$ cat config.mk
export PLATFORM = sky130hd
export DESIGN_NAME = nkro_key_report_builder_core
export DESIGN_NICKNAME = d
export VERILOG_FILES = /design/src/sv/nkro_pkg.sv /design/src/sv/nkro_key_report_builder_core.sv
export SDC_FILE = /design/constraint.sdc
export NUM_CORES = 1
export LEC_CHECK = 0
export BUFFER_PORTS_ARGS = -buffer_cell sky130_fd_sc_hd__buf_2
export CAP_MARGIN = 30
export CELL_PAD_IN_SITES_DETAIL_PLACEMENT = 0
export CELL_PAD_IN_SITES_GLOBAL_PLACEMENT = 1
export CORE_MARGIN = 1.5
export CORE_UTILIZATION = 45
export DETAILED_ROUTE_END_ITERATION = 8
export GPL_TIMING_DRIVEN = 1
export PLACE_DENSITY_LB_ADDON = 0.25
export SETUP_SLACK_MARGIN = 0.3
export SLEW_MARGIN = 0
export SYNTH_ARGS = -nofsm -noshare
export SYNTH_HDL_FRONTEND = slang
export SYNTH_SLANG_ARGS = --single-unit
$ cat constraint.sdc
create_clock -name aclk -period 2.9 [get_ports aclk]
set_input_delay 0.435 -clock aclk [delete_from_list [all_inputs] [get_ports aclk]]
set_output_delay 0.435 -clock aclk [all_outputs]
set_load 0.01 [all_outputs]
$ cat src/sv/nkro_pkg.sv
// ----------------------------------------------------------------------------
// nkro_pkg
// Shared types and constants for the NKRO keyboard report builder.
// ----------------------------------------------------------------------------
package nkro_pkg;

    localparam int OP_W   = 2;
    localparam int KEY_W  = 8;
    localparam int POS_W  = 6;
    localparam int BYTE_W = 8;

    localparam logic [KEY_W-1:0] MOD_FIRST = 8'hE0;
    localparam logic [KEY_W-1:0] MOD_LAST  = 8'hE7;

    typedef enum logic [OP_W-1:0] {
        OP_PRESS   = 2'd0,
        OP_RELEASE = 2'd1,
        OP_CLEAR   = 2'd2,
        OP_SEND    = 2'd3
    } op_t;

    typedef enum logic [2:0] {
        ST_IDLE,
        ST_KRD,
        ST_KWR,
        ST_DECIDE,
        ST_SEND,
        ST_RESP
    } st_t;

endpackage

$ cat src/sv/nkro_key_report_builder_core.sv
// ----------------------------------------------------------------------------
// nkro_key_report_builder_core
// NKRO keyboard report builder with current and last-sent report memories.
// ----------------------------------------------------------------------------
// Input words on s_*: press, release, clear all, or send if changed. Byte 0 of
// the report holds modifier bits for keycodes 0xE0..0xE7, byte 1+(k>>3) holds
// bit k&7 for other keycodes. cfg_we/cfg_wdata write class_registered.
// Output words on m_*: when a changed report goes out (class registered, host
// accepts), REPORT_BYTES words carry bytes 0..REPORT_BYTES-1, tlast on the
// last; otherwise one status word with tlast set.
// One item at a time. Press/release take a read-modify-write of the current
// report memory (accept, read, write, decide states) before the result;
// clear, send and rejected keys go straight from accept to the decision. A
// single-word result then follows; a send streams one byte per cycle, while
// m_tready does not stall, out of the registered memory read port. Per-entry
// difference flags make the changed check a single OR, not a sweep.
// Reset: both reports read as zero (per-entry valid flags cleared), class not
// registered, output empty. A stall on m_tready holds the output word and
// pauses the byte stream; s_tready stays low until the item is done.
// ----------------------------------------------------------------------------
module nkro_key_report_builder_core
    import nkro_pkg::*;
#(
    parameter int REPORT_BYTES = 33
) (
    input  logic        aclk,
    input  logic        aresetn,
    input  logic        cfg_we,
    input  logic [0:0]  cfg_wdata,      // class_registered
    input  logic        s_tvalid,
    output logic        s_tready,
    input  logic [15:0] s_tdata,        // [1:0] operation, [9:2] keycode, [10] host_accepts
    output logic        m_tvalid,
    input  logic        m_tready,
    output logic [15:0] m_tdata,        // [0] key_accepted, [1] report_sent,
                                        // [7:2] byte_position, [15:8] report_byte
    output logic        m_tlast         // last_of_run
);

    localparam int ADDR_W = (REPORT_BYTES > 1) ? $clog2(REPORT_BYTES) : 1;
    localparam int CNT_W  = $clog2(REPORT_BYTES + 1);

    st_t state_reg, state_next;

    logic [BYTE_W-1:0] cur_mem  [REPORT_BYTES];
    logic [BYTE_W-1:0] sent_mem [REPORT_BYTES];

    logic [REPORT_BYTES-1:0] cur_vld_reg, sent_vld_reg;
    logic [REPORT_BYTES-1:0] diff_reg, cur_nz_reg, sent_nz_reg;

    logic              class_reg;
    op_t               op_reg;
    logic              acc_reg, ok_reg;
    logic [ADDR_W-1:0] pos_reg;
    logic [BYTE_W-1:0] mask_reg;

    logic [BYTE_W-1:0] cur_rd_reg, sent_rd_reg;
    logic              cur_rdv_reg, sent_rdv_reg;

    logic [CNT_W-1:0]  rd_cnt_reg;
    logic              pend_reg;
    logic [ADDR_W-1:0] pend_idx_reg;

    logic              m_tvalid_reg, m_tlast_reg;
    logic [15:0]       m_tdata_reg;

    // input decode
    op_t               in_op;
    logic [KEY_W-1:0]  in_code;
    logic              in_acc;
    logic              is_key;
    logic              dec_ok;
    logic [ADDR_W-1:0] dec_pos;
    logic [BYTE_W-1:0] dec_mask;
    logic [7:0]        idx_ext, pos_full;

    // control
    logic              s_acc, out_free, send_go, issue, mv;
    logic              rd_en;
    logic [ADDR_W-1:0] rd_addr;
    logic [BYTE_W-1:0] cur_byte, sent_byte, new_byte;

    assign in_op   = op_t'(s_tdata[1:0]);
    assign in_code = s_tdata[9:2];
    assign in_acc  = s_tdata[10];
    assign is_key  = (in_op == OP_PRESS) || (in_op == OP_RELEASE);
    assign idx_ext = {3'b000, in_code[7:3]};
    assign pos_full = idx_ext + 8'd1;

    always_comb begin
        dec_ok   = 1'b1;
        dec_pos  = '0;
        dec_mask = 8'(1) << in_code[2:0];
        if (in_code > MOD_LAST) begin
            dec_ok = 1'b0;
        end else if (in_code >= MOD_FIRST) begin
            dec_pos = '0;
        end else if (idx_ext >= 8'(REPORT_BYTES - 1)) begin
            dec_ok = 1'b0;
        end else begin
            dec_pos = pos_full[ADDR_W-1:0];
        end
    end

    assign s_acc     = s_tvalid && s_tready;
    assign out_free  = !m_tvalid_reg || m_tready;
    assign send_go   = ok_reg && class_reg && acc_reg && (|diff_reg);
    assign cur_byte  = cur_rdv_reg ? cur_rd_reg : '0;
    assign sent_byte = sent_rdv_reg ? sent_rd_reg : '0;
    assign new_byte  = (op_reg == OP_PRESS) ? (cur_byte | mask_reg) : (cur_byte & ~mask_reg);

    // next state
    always_comb begin
        state_next = state_reg;
        case (state_reg)
            ST_IDLE: begin
                if (s_acc) begin
                    state_next = (is_key && dec_ok) ? ST_KRD : ST_DECIDE;
                end
            end
            ST_KRD:    state_next = ST_KWR;
            ST_KWR:    state_next = ST_DECIDE;
            ST_DECIDE: state_next = send_go ? ST_SEND : ST_RESP;
            ST_SEND: begin
                if (mv && (pend_idx_reg == ADDR_W'(REPORT_BYTES - 1))) begin
                    state_next = ST_IDLE;
                end
            end
            ST_RESP: begin
                if (out_free) begin
                    state_next = ST_IDLE;
                end
            end
            default: state_next = ST_IDLE;
        endcase
    end

    // state outputs
    always_comb begin
        s_tready = 1'b0;
        rd_en    = 1'b0;
        rd_addr  = pos_reg;
        issue    = 1'b0;
        mv       = 1'b0;
        case (state_reg)
            ST_IDLE: s_tready = 1'b1;
            ST_KRD:  rd_en = 1'b1;
            ST_SEND: begin
                mv      = pend_reg && out_free;
                issue   = (!pend_reg || mv) && (rd_cnt_reg < CNT_W'(REPORT_BYTES));
                rd_en   = issue;
                rd_addr = rd_cnt_reg[ADDR_W-1:0];
            end
            default: ;
        endcase
    end

    // report memories
    always_ff @(posedge aclk) begin
        if (rd_en) begin
            cur_rd_reg  <= cur_mem[rd_addr];
            sent_rd_reg <= sent_mem[rd_addr];
        end
        if (state_reg == ST_KWR) begin
            cur_mem[pos_reg] <= new_byte;
        end
        if (mv) begin
            sent_mem[pend_idx_reg] <= cur_byte;
        end
    end

    // payload registers
    always_ff @(posedge aclk) begin
        if (rd_en) begin
            cur_rdv_reg  <= cur_vld_reg[rd_addr];
            sent_rdv_reg <= sent_vld_reg[rd_addr];
        end
        if (s_acc) begin
            op_reg   <= in_op;
            acc_reg  <= in_acc;
            ok_reg   <= is_key ? dec_ok : 1'b1;
            pos_reg  <= dec_pos;
            mask_reg <= dec_mask;
        end
        if (state_reg == ST_SEND && issue) begin
            pend_idx_reg <= rd_cnt_reg[ADDR_W-1:0];
        end
        if (mv) begin
            m_tdata_reg <= {cur_byte, POS_W'(pend_idx_reg), 1'b1, 1'b1};
            m_tlast_reg <= (pend_idx_reg == ADDR_W'(REPORT_BYTES - 1));
        end else if (state_reg == ST_RESP && out_free) begin
            m_tdata_reg <= {15'd0, ok_reg};
            m_tlast_reg <= 1'b1;
        end
    end

    // control registers
    always_ff @(posedge aclk) begin
        if (!aresetn) begin
            state_reg    <= ST_IDLE;
            class_reg    <= 1'b0;
            cur_vld_reg  <= '0;
            sent_vld_reg <= '0;
            diff_reg     <= '0;
            cur_nz_reg   <= '0;
            sent_nz_reg  <= '0;
            rd_cnt_reg   <= '0;
            pend_reg     <= 1'b0;
            m_tvalid_reg <= 1'b0;
        end else begin
            state_reg <= state_next;
            if (cfg_we) begin
                class_reg <= cfg_wdata[0];
            end
            if (s_acc && in_op == OP_CLEAR) begin
                cur_vld_reg <= '0;
                cur_nz_reg  <= '0;
                diff_reg    <= sent_nz_reg;
            end
            if (state_reg == ST_KWR) begin
                cur_vld_reg[pos_reg] <= 1'b1;
                cur_nz_reg[pos_reg]  <= (new_byte != '0);
                diff_reg[pos_reg]    <= (new_byte != sent_byte);
            end
            if (state_reg == ST_DECIDE && send_go) begin
                sent_nz_reg <= cur_nz_reg;
                diff_reg    <= '0;
                rd_cnt_reg  <= '0;
                pend_reg    <= 1'b0;
            end
            if (state_reg == ST_SEND) begin
                if (issue) begin
                    rd_cnt_reg <= rd_cnt_reg + CNT_W'(1);
                    pend_reg   <= 1'b1;
                end else if (mv) begin
                    pend_reg <= 1'b0;
                end
                if (mv) begin
                    sent_vld_reg[pend_idx_reg] <= 1'b1;
                end
            end
            if (mv || (state_reg == ST_RESP && out_free)) begin
                m_tvalid_reg <= 1'b1;
            end else if (m_tready) begin
                m_tvalid_reg <= 1'b0;
            end
        end
    end

    assign m_tvalid = m_tvalid_reg;
    assign m_tdata  = m_tdata_reg;
    assign m_tlast  = m_tlast_reg;

endmodule

### Word level (Yosys, flattened, before mapping)

Memory sizes are Yosys's and may differ from the RTL's. A register that Yosys moved wholly into a read port is not among the register bits.
Index checks and enable logic that the tools add are counted.

* output and inout bits: 19
* memory bits (read-only): 0
* bits in writable memories: 528
* word-level logic and storage cells: 137
* latch bits: 0
* bits of input ports: 22
* flip-flop bits (word level): 220
* memories: 2

Memory list
* cur_mem: words 33, width 8, rd ports 1, clocked after memory_dff 1, wr ports 1, line nkro_key_report_builder_core.sv:45 `logic [BYTE_W-1:0] cur_mem [REPORT_BYTES];`
* sent_mem: words 33, width 8, rd ports 1, clocked after memory_dff 1, wr ports 1, line nkro_key_report_builder_core.sv:46 `logic [BYTE_W-1:0] sent_mem [REPORT_BYTES];`

* bitwise logic cells: 6
* eq/ne operators: 12
* multiply operators: 0
* order comparisons: 9
* reduce and logical (&&, ||, !) cells: 31
* mux-type cells: 53
* div/mod/pow operators: 0
* add/sub/neg operators: 2
* shift operators: 1

Operators with widths (number)
* 2-to-1 mux 33 bit: 9
* bitwise mux 33 bit: 2
* OR 33 bit: 2
* OR reduction 33 bit: 1
* 2-to-1 mux 16 bit: 2
* 2-to-1 mux 6 bit: 4
* 2-to-1 mux 8 bit: 3
* 2-to-1 mux 1 bit: 23
* < comparator 6 x 7 -> 1 bit (second input constant): 3
* one-hot mux 3 bit (6 select lines): 1
* logical AND 1 bit: 14
* binary-select mux 1 bit (select 6 bit): 2
* demux 1 bit (select 6 bit): 2
* >= comparator 6 x 1 -> 1 bit (second input constant): 2
* 2-to-1 mux 3 bit: 3
* AND 8 bit: 1
* >= comparator 8 bit (second input constant): 1
* > comparator 8 bit (second input constant): 1
* inequality test 8 bit: 1
* NOT 8 bit: 1
* OR 8 bit: 1
* nonzero test 8 bit: 1
* << shifter 1 x 3 -> 8 bit (first input constant): 1
* adder 5 x 1 -> 6 bit (second input constant): 1
* other kinds (22): 32

### Depth between registers and ports, before layout

Gate-level depths: netlist of run 1.

* word-level depth: 8
* gate-level depth with buffers: 11
* gate-level depth less buffers: 8

### Worst setup path before layout of run 1

OpenSTA, ideal clock, no wires.

* path kind: reg-to-reg
* from: register rd_cnt_reg[1]
* to: register cur_rd_reg[0], read port of cur_mem (enable)
* cell stages (with the launch flop): 9
* arrival time: 2.862 ns
* period minus slack after synthesis: 3.202 ns
* data required time: 2.560 ns
* slack: -0.302 ns
* setup time: 0.340 ns
* path buffers: 3
* path through: dfxtp_1 > clkbuf_1 > buf_1 > buf_2 > inv_1 > ha_1 > or4b_2 > a221oi_2 > or2_2

* word-level cells in the longest chain between the ends: 3
* elaborated cells between the ends (all ways): 4
* those cells by class: 1 x order compare; 2 x mux; 1 x reduce/logical

RTL lines
* start, declared: line nkro_key_report_builder_core.sv:60 `logic [CNT_W-1:0] rd_cnt_reg;`
* start signal, assigned: line nkro_key_report_builder_core.sv:233 `rd_cnt_reg <= rd_cnt_reg + CNT_W'(1);`
* < comparator 6 bit: line nkro_key_report_builder_core.sv:150 `issue = (!pend_reg || mv) && (rd_cnt_reg < CNT_W'(REPORT_BYTES));`
* logical AND 1 bit: line nkro_key_report_builder_core.sv:150
* one-hot mux 1 bit (2 select lines): line nkro_key_report_builder_core.sv:145 `case (state_reg)`
* named net rd_en: line nkro_key_report_builder_core.sv:79 `logic rd_en;`
* end, declared: line nkro_key_report_builder_core.sv:57 `logic [BYTE_W-1:0] cur_rd_reg, sent_rd_reg;`

The timed path passes the listed nets, and every way through them passes these cells.
A chain may end at the register's enable or synchronous reset.

### Worst setup path in the final report of run 1

* from: register state_reg[0]
* to: register sent_rd_reg[3], read port of sent_mem (data pin)

* word-level cells in the longest chain between the ends: 2
* elaborated cells between the ends (all ways): 4
* those cells by class: 2 x eq/ne; 2 x mux

RTL lines
* start, declared: line nkro_key_report_builder_core.sv:43 `st_t state_reg, state_next;`
* start signal, assigned: line nkro_key_report_builder_core.sv:211 `state_reg <= state_next;`
* == test 3 bit / == test 3 x 1 -> 1 bit (equally long branches): line nkro_key_report_builder_core.sv:145
* one-hot mux 1 bit (2 select lines) / 2-to-1 mux 6 bit (equally long branches): line nkro_key_report_builder_core.sv:145
* end, declared: line nkro_key_report_builder_core.sv:57

Parallel ways exist; a longest one is shown, timed or not.

==> out/results.ini, run 1 <==
[route]
dr_total_vias = 24500
finalWirelength_mm = 106
viasPerCell = 6.08
post_drt_wl_per_cell_um = 26.4
drtIter0Drc = 2541
ant_nets = 0
first_pass_iters = 7
drc = 0

[worst_setup_path]
r2r_start = state_reg[0]
path_class = reg -> reg
arrival_ns = 3.10
critPathLaunchType = flop
worstPathMaxFanout = 7
required_ns = 3.29
crit_start = state_reg[0]
r2r_cells = 9
cp-end-kind = flop

[cts]
clock_sinks = 764
cts_made_buffers = 83
cts_max_path_buffers = 3
htree_levels = 3
root_buffer = clkbuf_16
tritoncts = yes
cts.clk_slew.worst_paths_ns = 0.06
clk_latency_ns = 0.65

[timing]
rsz0062_at_grt = true
finClkSkew_ns = 0.0231
relSlewSlack = 0.386
worstMarginPinSlew_ns = 0.911
finalHoldViolations = 0
max_freq_ghz = 0.369
min_period_over_period = 0.935
setup_violations = 0
period_minus_slack_ns = 2.71
maxSlewViolCount = 0

[die]
die_h_um = 278
pin_count = 41
initial_utilization = 0.456
rows = 100
coreArea_sq_um = 74700
dieArea_sq_um = 77300
die_w_um = 278

[global_route]
track_usage = 0.269
antenna_found_initial = 5
grt_pass1_vias = 24200
grt_pass1_wl_mm = 154
grt_max_degree = 100
grt_overflow_total = 0

[synthesis]
synth_seq_cells = 764
synth_enable_flop_cells = 585
syn-cell-area_sq_um = 34000
yosysUniqueCellTypes = 69
yosys.area_share.simple = 0.118
ys.flop_type = edfxtp_1
synth_cells = 2760
synthMuxAreaShare = 0.106
synthArstFlopShare = 0
synth_compound_area_frac = 0.123
synth_xor_area_frac = 0.00103
synth_top_family_by_area = compound AO/OA/AOI/OAI gates
syn_avg_cell_area_sq_um = 12.3
seq_area_frac_synth = 0.621
synthAdderAreaFrac = 0.00110
ys_warn_count = 0
synth_nets = 2785

[power_and_ir_drop]
combPwrFrac = 0.142
powerDensity_nw_per_um2 = 643
power_uw = 26900
switching_share = 0.254
p_seq_frac = 0.455
p_sw_uw = 6840
worst_ir_drop_vdd_mv = 0.512
p_leak_uw = 0.0147
clockPowerShare = 0.403
p_int_uw = 20100

[finish]
final_area_sq_um = 41800
n_fill_cell = 6034
top_regs = cur_mem x264, sent_mem x264
drive_gt1_frac = 0.224
regArea_sq_um = 21200
syn_to_final_growth_pct = 22.9
layout.nets = 3017
multi_input_area_sq_um = 12900

[placed_design]
portBuffers = 35
dpl_cell_area_sq_um = 37300
gp_congestion = 0.865
place_hpwl_mm = 68.4

[outcome]
status = completed

[hold_path]
holdPathStages = 1
hp-class = in -> reg
worstHoldStart = s_tdata[0]

[job]
drv_cap = 0

-- routing by layer --
metal  share of wire  routed length [um]  GRT usage
met1            0.40               42700      0.353
met2            0.48               50900      0.443
met3           0.074                7910     0.0374
met4           0.045                4810      0.127
met5               0                   0          0
-- cell usage after synthesis, drive strengths merged, types with 31 or more instances --
cell type  instances  area, sq um
nand2            320         1200
and2              74          463
nor3              43          220
a2111oi           31          334
mux2i            265         2650
nor2b             95          594
clkbuf           116          435
a221oi            50          444
buf               90          425
edfxtp           585        17600
o21ai             70          350
a211oi           100          751
inv               37          139
o22ai             38          238
o21a              52          390
a21oi            129          657
nand3             72          360
dfxtp            179         3580
nor2             118          445
-- layout by cell type, fill, tap and decap left out, types with 17 or more instances in the layout --
| cell | instances |
|---|---|
| buf_6 | 21 |
| buf_4 | 226 |
| clkbuf_16 | 90 |
| mux2i_1 | 253 |
| dfxtp_1 | 175 |
| nor2_1 | 114 |
| a31oi_1 | 18 |
| edfxtp_1 | 585 |
| o22ai_1 | 34 |
| and3_1 | 24 |
| inv_1 | 34 |
| nor3_1 | 39 |
| a21oi_1 | 112 |
| nand2_1 | 316 |
| buf_12 | 58 |
| nand3_1 | 69 |
| clkbuf_1 | 17 |
| o21a_1 | 52 |
| mux4_2 | 30 |
| a211oi_1 | 91 |
| nor2b_1 | 95 |
| buf_2 | 34 |
| a221oi_2 | 18 |
| a221oi_1 | 31 |
| and2_1 | 73 |
| o21ai_0 | 66 |
-- power by group through the flow --
stage	Sequential [uW]	Clock (uW)	Combinational [uW]
after floorplan	12400	0	1700
after global placement	12500	0	3200
after detailed placement	12500	0	3250
after CTS	12200	11000	3550
after global routing	12200	11400	3980
final	12200	10900	3810
-- cells by family after synthesis --
family	Yosys count
flops	764
other cells	1
buf+inv	243
xor+xnor	4
compound gates	598
simple gates	828
fa+ha+maj	3
mux	319
-- worst max-delay path, stage by stage, from the launching register on --
cell       delay, ns
dfxtp_4         0.38
and4bb_2        0.26
nor2_4          0.10
buf_12          0.15
mux4_2          0.49
mux2_4          0.29
a2111oi_4       0.37
buf_4           0.19
o32ai_1         0.08
buf_4           0.15
-- final timing paths --
path	end	slack [ns]
worst min-delay path	op_reg[0]	0.06
worst max-delay path	sent_rd_reg[3]	0.19
worst min register to register	m_tdata[1]	0.46
worst max register to register	sent_rd_reg[3]	0.19
-- repair_timing --
action                                  in CTS  in global routing
resized for setup                          111                102
setup buffers                               28                 13
pin swaps                                   21                 21
endpoints found under the hold margin        1                  0
endpoints found under the setup margin     325                330
cloned                                       5                  5
hold buffers                                 1                  0
-- layout make-up --
type / instances / share of cell area
Antenna cell: 3 / 0.000179
Clock buffer: 116 / 0.0572
Clock inverter: 37 / 0.0103
Inverter: 37 / 0.00341
Multi-Input combinational cell: 1755 / 0.309
Sequential cell: 764 / 0.506
Tap cell: 969 / 0.0290
Timing Repair Buffer: 351 / 0.0852
-- per-stage QoR --
stage / std cells / hold WS, ns / util / setup TNS [ns] / setup WS, ns
floorplan: 2760 / 0.433 / - / 0 / 0.311
global placement: 3824 / 0.431 / 0.500 / -0.0127 / -0.0127
detailed placement: 3824 / 0.452 / 0.500 / -0.117 / -0.0587
CTS: 4011 / 0.0388 / 0.550 / 0 / 0.161
global route: 4029 / 0.0436 / 0.560 / 0 / 0.124
finish: 4032 / 0.0641 / 0.560 / 0 / 0.188
Note: power is estimated with default switching activity, not from simulation.
==> run 2, diff against run 1 <==
--- a/config.mk
+++ b/config.mk
@@ -13,7 +13,7 @@
 export CORE_UTILIZATION = 45
 export DETAILED_ROUTE_END_ITERATION = 8
 export GPL_TIMING_DRIVEN = 1
-export PLACE_DENSITY_LB_ADDON = 0.25
+export PLACE_DENSITY_LB_ADDON = 0.2
 export SETUP_SLACK_MARGIN = 0.3
 export SLEW_MARGIN = 0
 export SYNTH_ARGS = -nofsm -noshare
==> out/results.ini, run 2 (synthesis results as in run 1) <==
[timing]
min_period_over_period = 0.941  ; +0.00620
rsz0062_at_grt = true
finClkSkew_ns = 0.0265  ; +0.00340 ns
max_freq_ghz = 0.366  ; -0.66%
fin_hold_ws_ns = 0.0823  ; +0.0182 ns
setup_violations = 0  ; unchanged
worstMarginPinSlew_ns = 0.870  ; -0.0409 ns
relSlewSlack = 0.414  ; +0.0276
maxSlewViolCount = 0  ; unchanged
finalHoldViolations = 0  ; unchanged
period_minus_slack_ns = 2.73  ; +0.0180 ns

[worst_setup_path]
r2r_start = state_reg[1]
critPathTopFamily = compound AO/OA/AOI/OAI gates
critPathLaunchType = flop
critPathMaxStageDelay_ns = 0.38  ; -0.11 ns
r2r_cells = 10  ; +1
required_ns = 3.26  ; -0.03 ns
crit_buf_inv = 4  ; +1
cp-end-kind = flop
arrival_ns = 3.09  ; about the same
path_class = reg -> reg
ff2ff_setup_slack_ns = 0.17  ; -0.02 ns
crit_cells = 10  ; +1
crit_top_cell = buf_6
worst_path_max_delay_cell = a31oi_1
worstPathMaxFanout = 16  ; +9
crit_chain = buf_6, nand4bb_4, buf_4, bufbuf_16, buf_6, and2_1, a221oi_1, o31ai_1, a31oi_1, o32ai_1
timing.rr.end = cur_rd_reg[7]

[global_route]
grt_pass1_vias = 24200  ; -0.21%
antenna_found_initial = 0  ; -5
grt_max_degree = 75  ; -25%
grt_overflow_total = 0  ; unchanged
track_usage = 0.275  ; +0.00586
grt_pass1_wl_mm = 158  ; +2.1%

[route]
first_pass_iters = 5  ; -2
ant_nets = 0  ; unchanged
drc = 0  ; unchanged
finalWirelength_mm = 107  ; +0.83%
drtIter0Drc = 2341  ; -7.9%
viasPerCell = 6.02  ; -1.0%
dr_total_vias = 24300  ; -0.83%
post_drt_wl_per_cell_um = 26.6  ; +0.63%

[cts]
tritoncts = yes
cts_made_buffers = 84  ; +1.2%
clock_sinks = 764  ; unchanged
clk_latency_ns = 0.64  ; about the same
root_buffer = clkbuf_16
cts.clk_slew.worst_paths_ns = 0.06  ; about the same
cts_max_path_buffers = 3  ; unchanged
htree_levels = 3  ; unchanged

[placed_design]
placed_cells = 3799  ; -0.65%
gp_congestion = 0.842  ; -2.7%
place_hpwl_mm = 67.6  ; -1.2%
portBuffers = 35  ; unchanged

[hold_path]
worstHoldStart = cfg_wdata
holdPathStages = 3  ; +2
hp-class = in -> reg
hold_end = class_reg

[die]
pin_count = 41  ; unchanged
initial_utilization = 0.456  ; unchanged
die_w_um = 278  ; unchanged
dieArea_sq_um = 77300  ; unchanged
die_h_um = 278  ; unchanged
coreArea_sq_um = 74700  ; unchanged
rows = 100  ; unchanged

[power_and_ir_drop]
combPwrFrac = 0.146  ; +0.004
powerDensity_nw_per_um2 = 640  ; -0.47%
switching_share = 0.259  ; +0.00518
worst_ir_drop_vdd_mv = 0.426  ; -17%
clockPowerShare = 0.399  ; -0.004
p_seq_frac = 0.455  ; about the same
p_leak_uw = 0.0148  ; +0.66%
p_int_uw = 19900  ; -0.70%
p_sw_uw = 6970  ; +2.0%

[finish]
diodes = 0  ; -3
drive_gt1_frac = 0.224  ; +0.000502
syn_to_final_growth_pct = 23.5
final_cell_mix = 585 x edfxtp_1, 320 x nand2_1, 258 x mux2i_1
top_regs = cur_mem x264, sent_mem x264
final_cells = 4040  ; +0.20%
final_common_cell = edfxtp_1
layout.nets = 3025  ; +0.27%
n_fill_cell = 6030  ; -0.066%

[job]
drv_cap = 0  ; unchanged

[outcome]
status = completed

run 2: cell types whose count changed in the layout (fill, tap and decap cells not counted), sizes merged:
cell      previous run  this run
clkinvlp             4         6
inv                 38        42
clkbuf             120       109
diode                3         0
bufinv               8         6
bufbuf               2         5
mux2                26        29
buf                344       348
clkinv              24        32
run 2: through the flow:
step	cell area [sq um]	worst slack (ns)	total power (uW)	setup TNS [ns]	utilization
3_5_place_dp	37100	-0.451	15600	-1.20	0.496
2_1_floorplan	34100	0.311	14100	0	-
3_3_place_gp	37100	-0.335	15600	-1.01	0.496
5_1_grt	42000	0.0894	27700	0	0.563
4_1_cts	41400	0.181	26800	0	0.554
6_report	42000	0.170	26900	0	0.563
run 2: how the worst max path moves through the flow:
| stage | from | endpoint | slack, ns |
|---|---|---|---|
| 6_report | state_reg[1] | cur_rd_reg[7] | 0.17 |
| 5_1_grt | state_reg[0] | sent_rd_reg[2] | 0.09 |
| 4_1_cts | state_reg[0] | sent_rd_reg[2] | 0.18 |
| 3_5_place_dp | state_reg[1] | cur_rd_reg[0] | -0.45 |
| 3_3_place_gp | state_reg[1] | cur_rd_reg[0] | -0.34 |
| 2_1_floorplan | rd_cnt_reg[1] | cur_rd_reg[0] | 0.31 |
run 2: layer usage:
metal | track usage | part of all wire | up-vias | wire, um
met5 | 0 | 0 | - | 0
met4 | 0.108 | 0.037 | 0 | 4000
met3 | 0.0411 | 0.070 | 187 | 7480
met2 | 0.458 | 0.48 | 938 | 51400
met1 | 0.363 | 0.41 | 12200 | 44400
li1 | - | - | 11000 | -
run 2: power groups by stage:
stage	Clock [uW]	Sequential [uW]	Combinational [uW]
2_1_floorplan	0	12400	1700
3_3_place_gp	0	12500	3110
3_5_place_dp	0	12500	3160
4_1_cts	10900	12200	3690
5_1_grt	11300	12200	4100
6_report	10700	12200	3920
run 2: final cells by class:
cell class | count | area, sq um | share of cell area
Sequential cell | 764 | 21200 | 0.503
Multi-Input combinational cell | 1758 | 13000 | 0.310
Timing Repair Buffer | 355 | 3710 | 0.0882
Clock buffer | 108 | 2360 | 0.0561
Tap cell | 969 | 1210 | 0.0288
Clock inverter | 49 | 434 | 0.0103
Inverter | 37 | 143 | 0.00339
run 2: worst register-to-register path, cell delays in order (launching register included):
cell,delay (ns)
dfxtp_4,0.36
buf_6,0.12
nand4bb_4,0.26
buf_4,0.19
bufbuf_16,0.29
buf_6,0.17
and2_1,0.17
a221oi_1,0.25
o31ai_1,0.14
a31oi_1,0.38
o32ai_1,0.15
run 2: timing repair:
action                     in CTS  in global routing
hold buffers                    1                  0
pin swaps                      47                 27
setup endpoints to repair     300                287
buffers inserted               35                 30
hold endpoints to repair        1                  0
cloned                         17                  1
resized for setup             159                 66
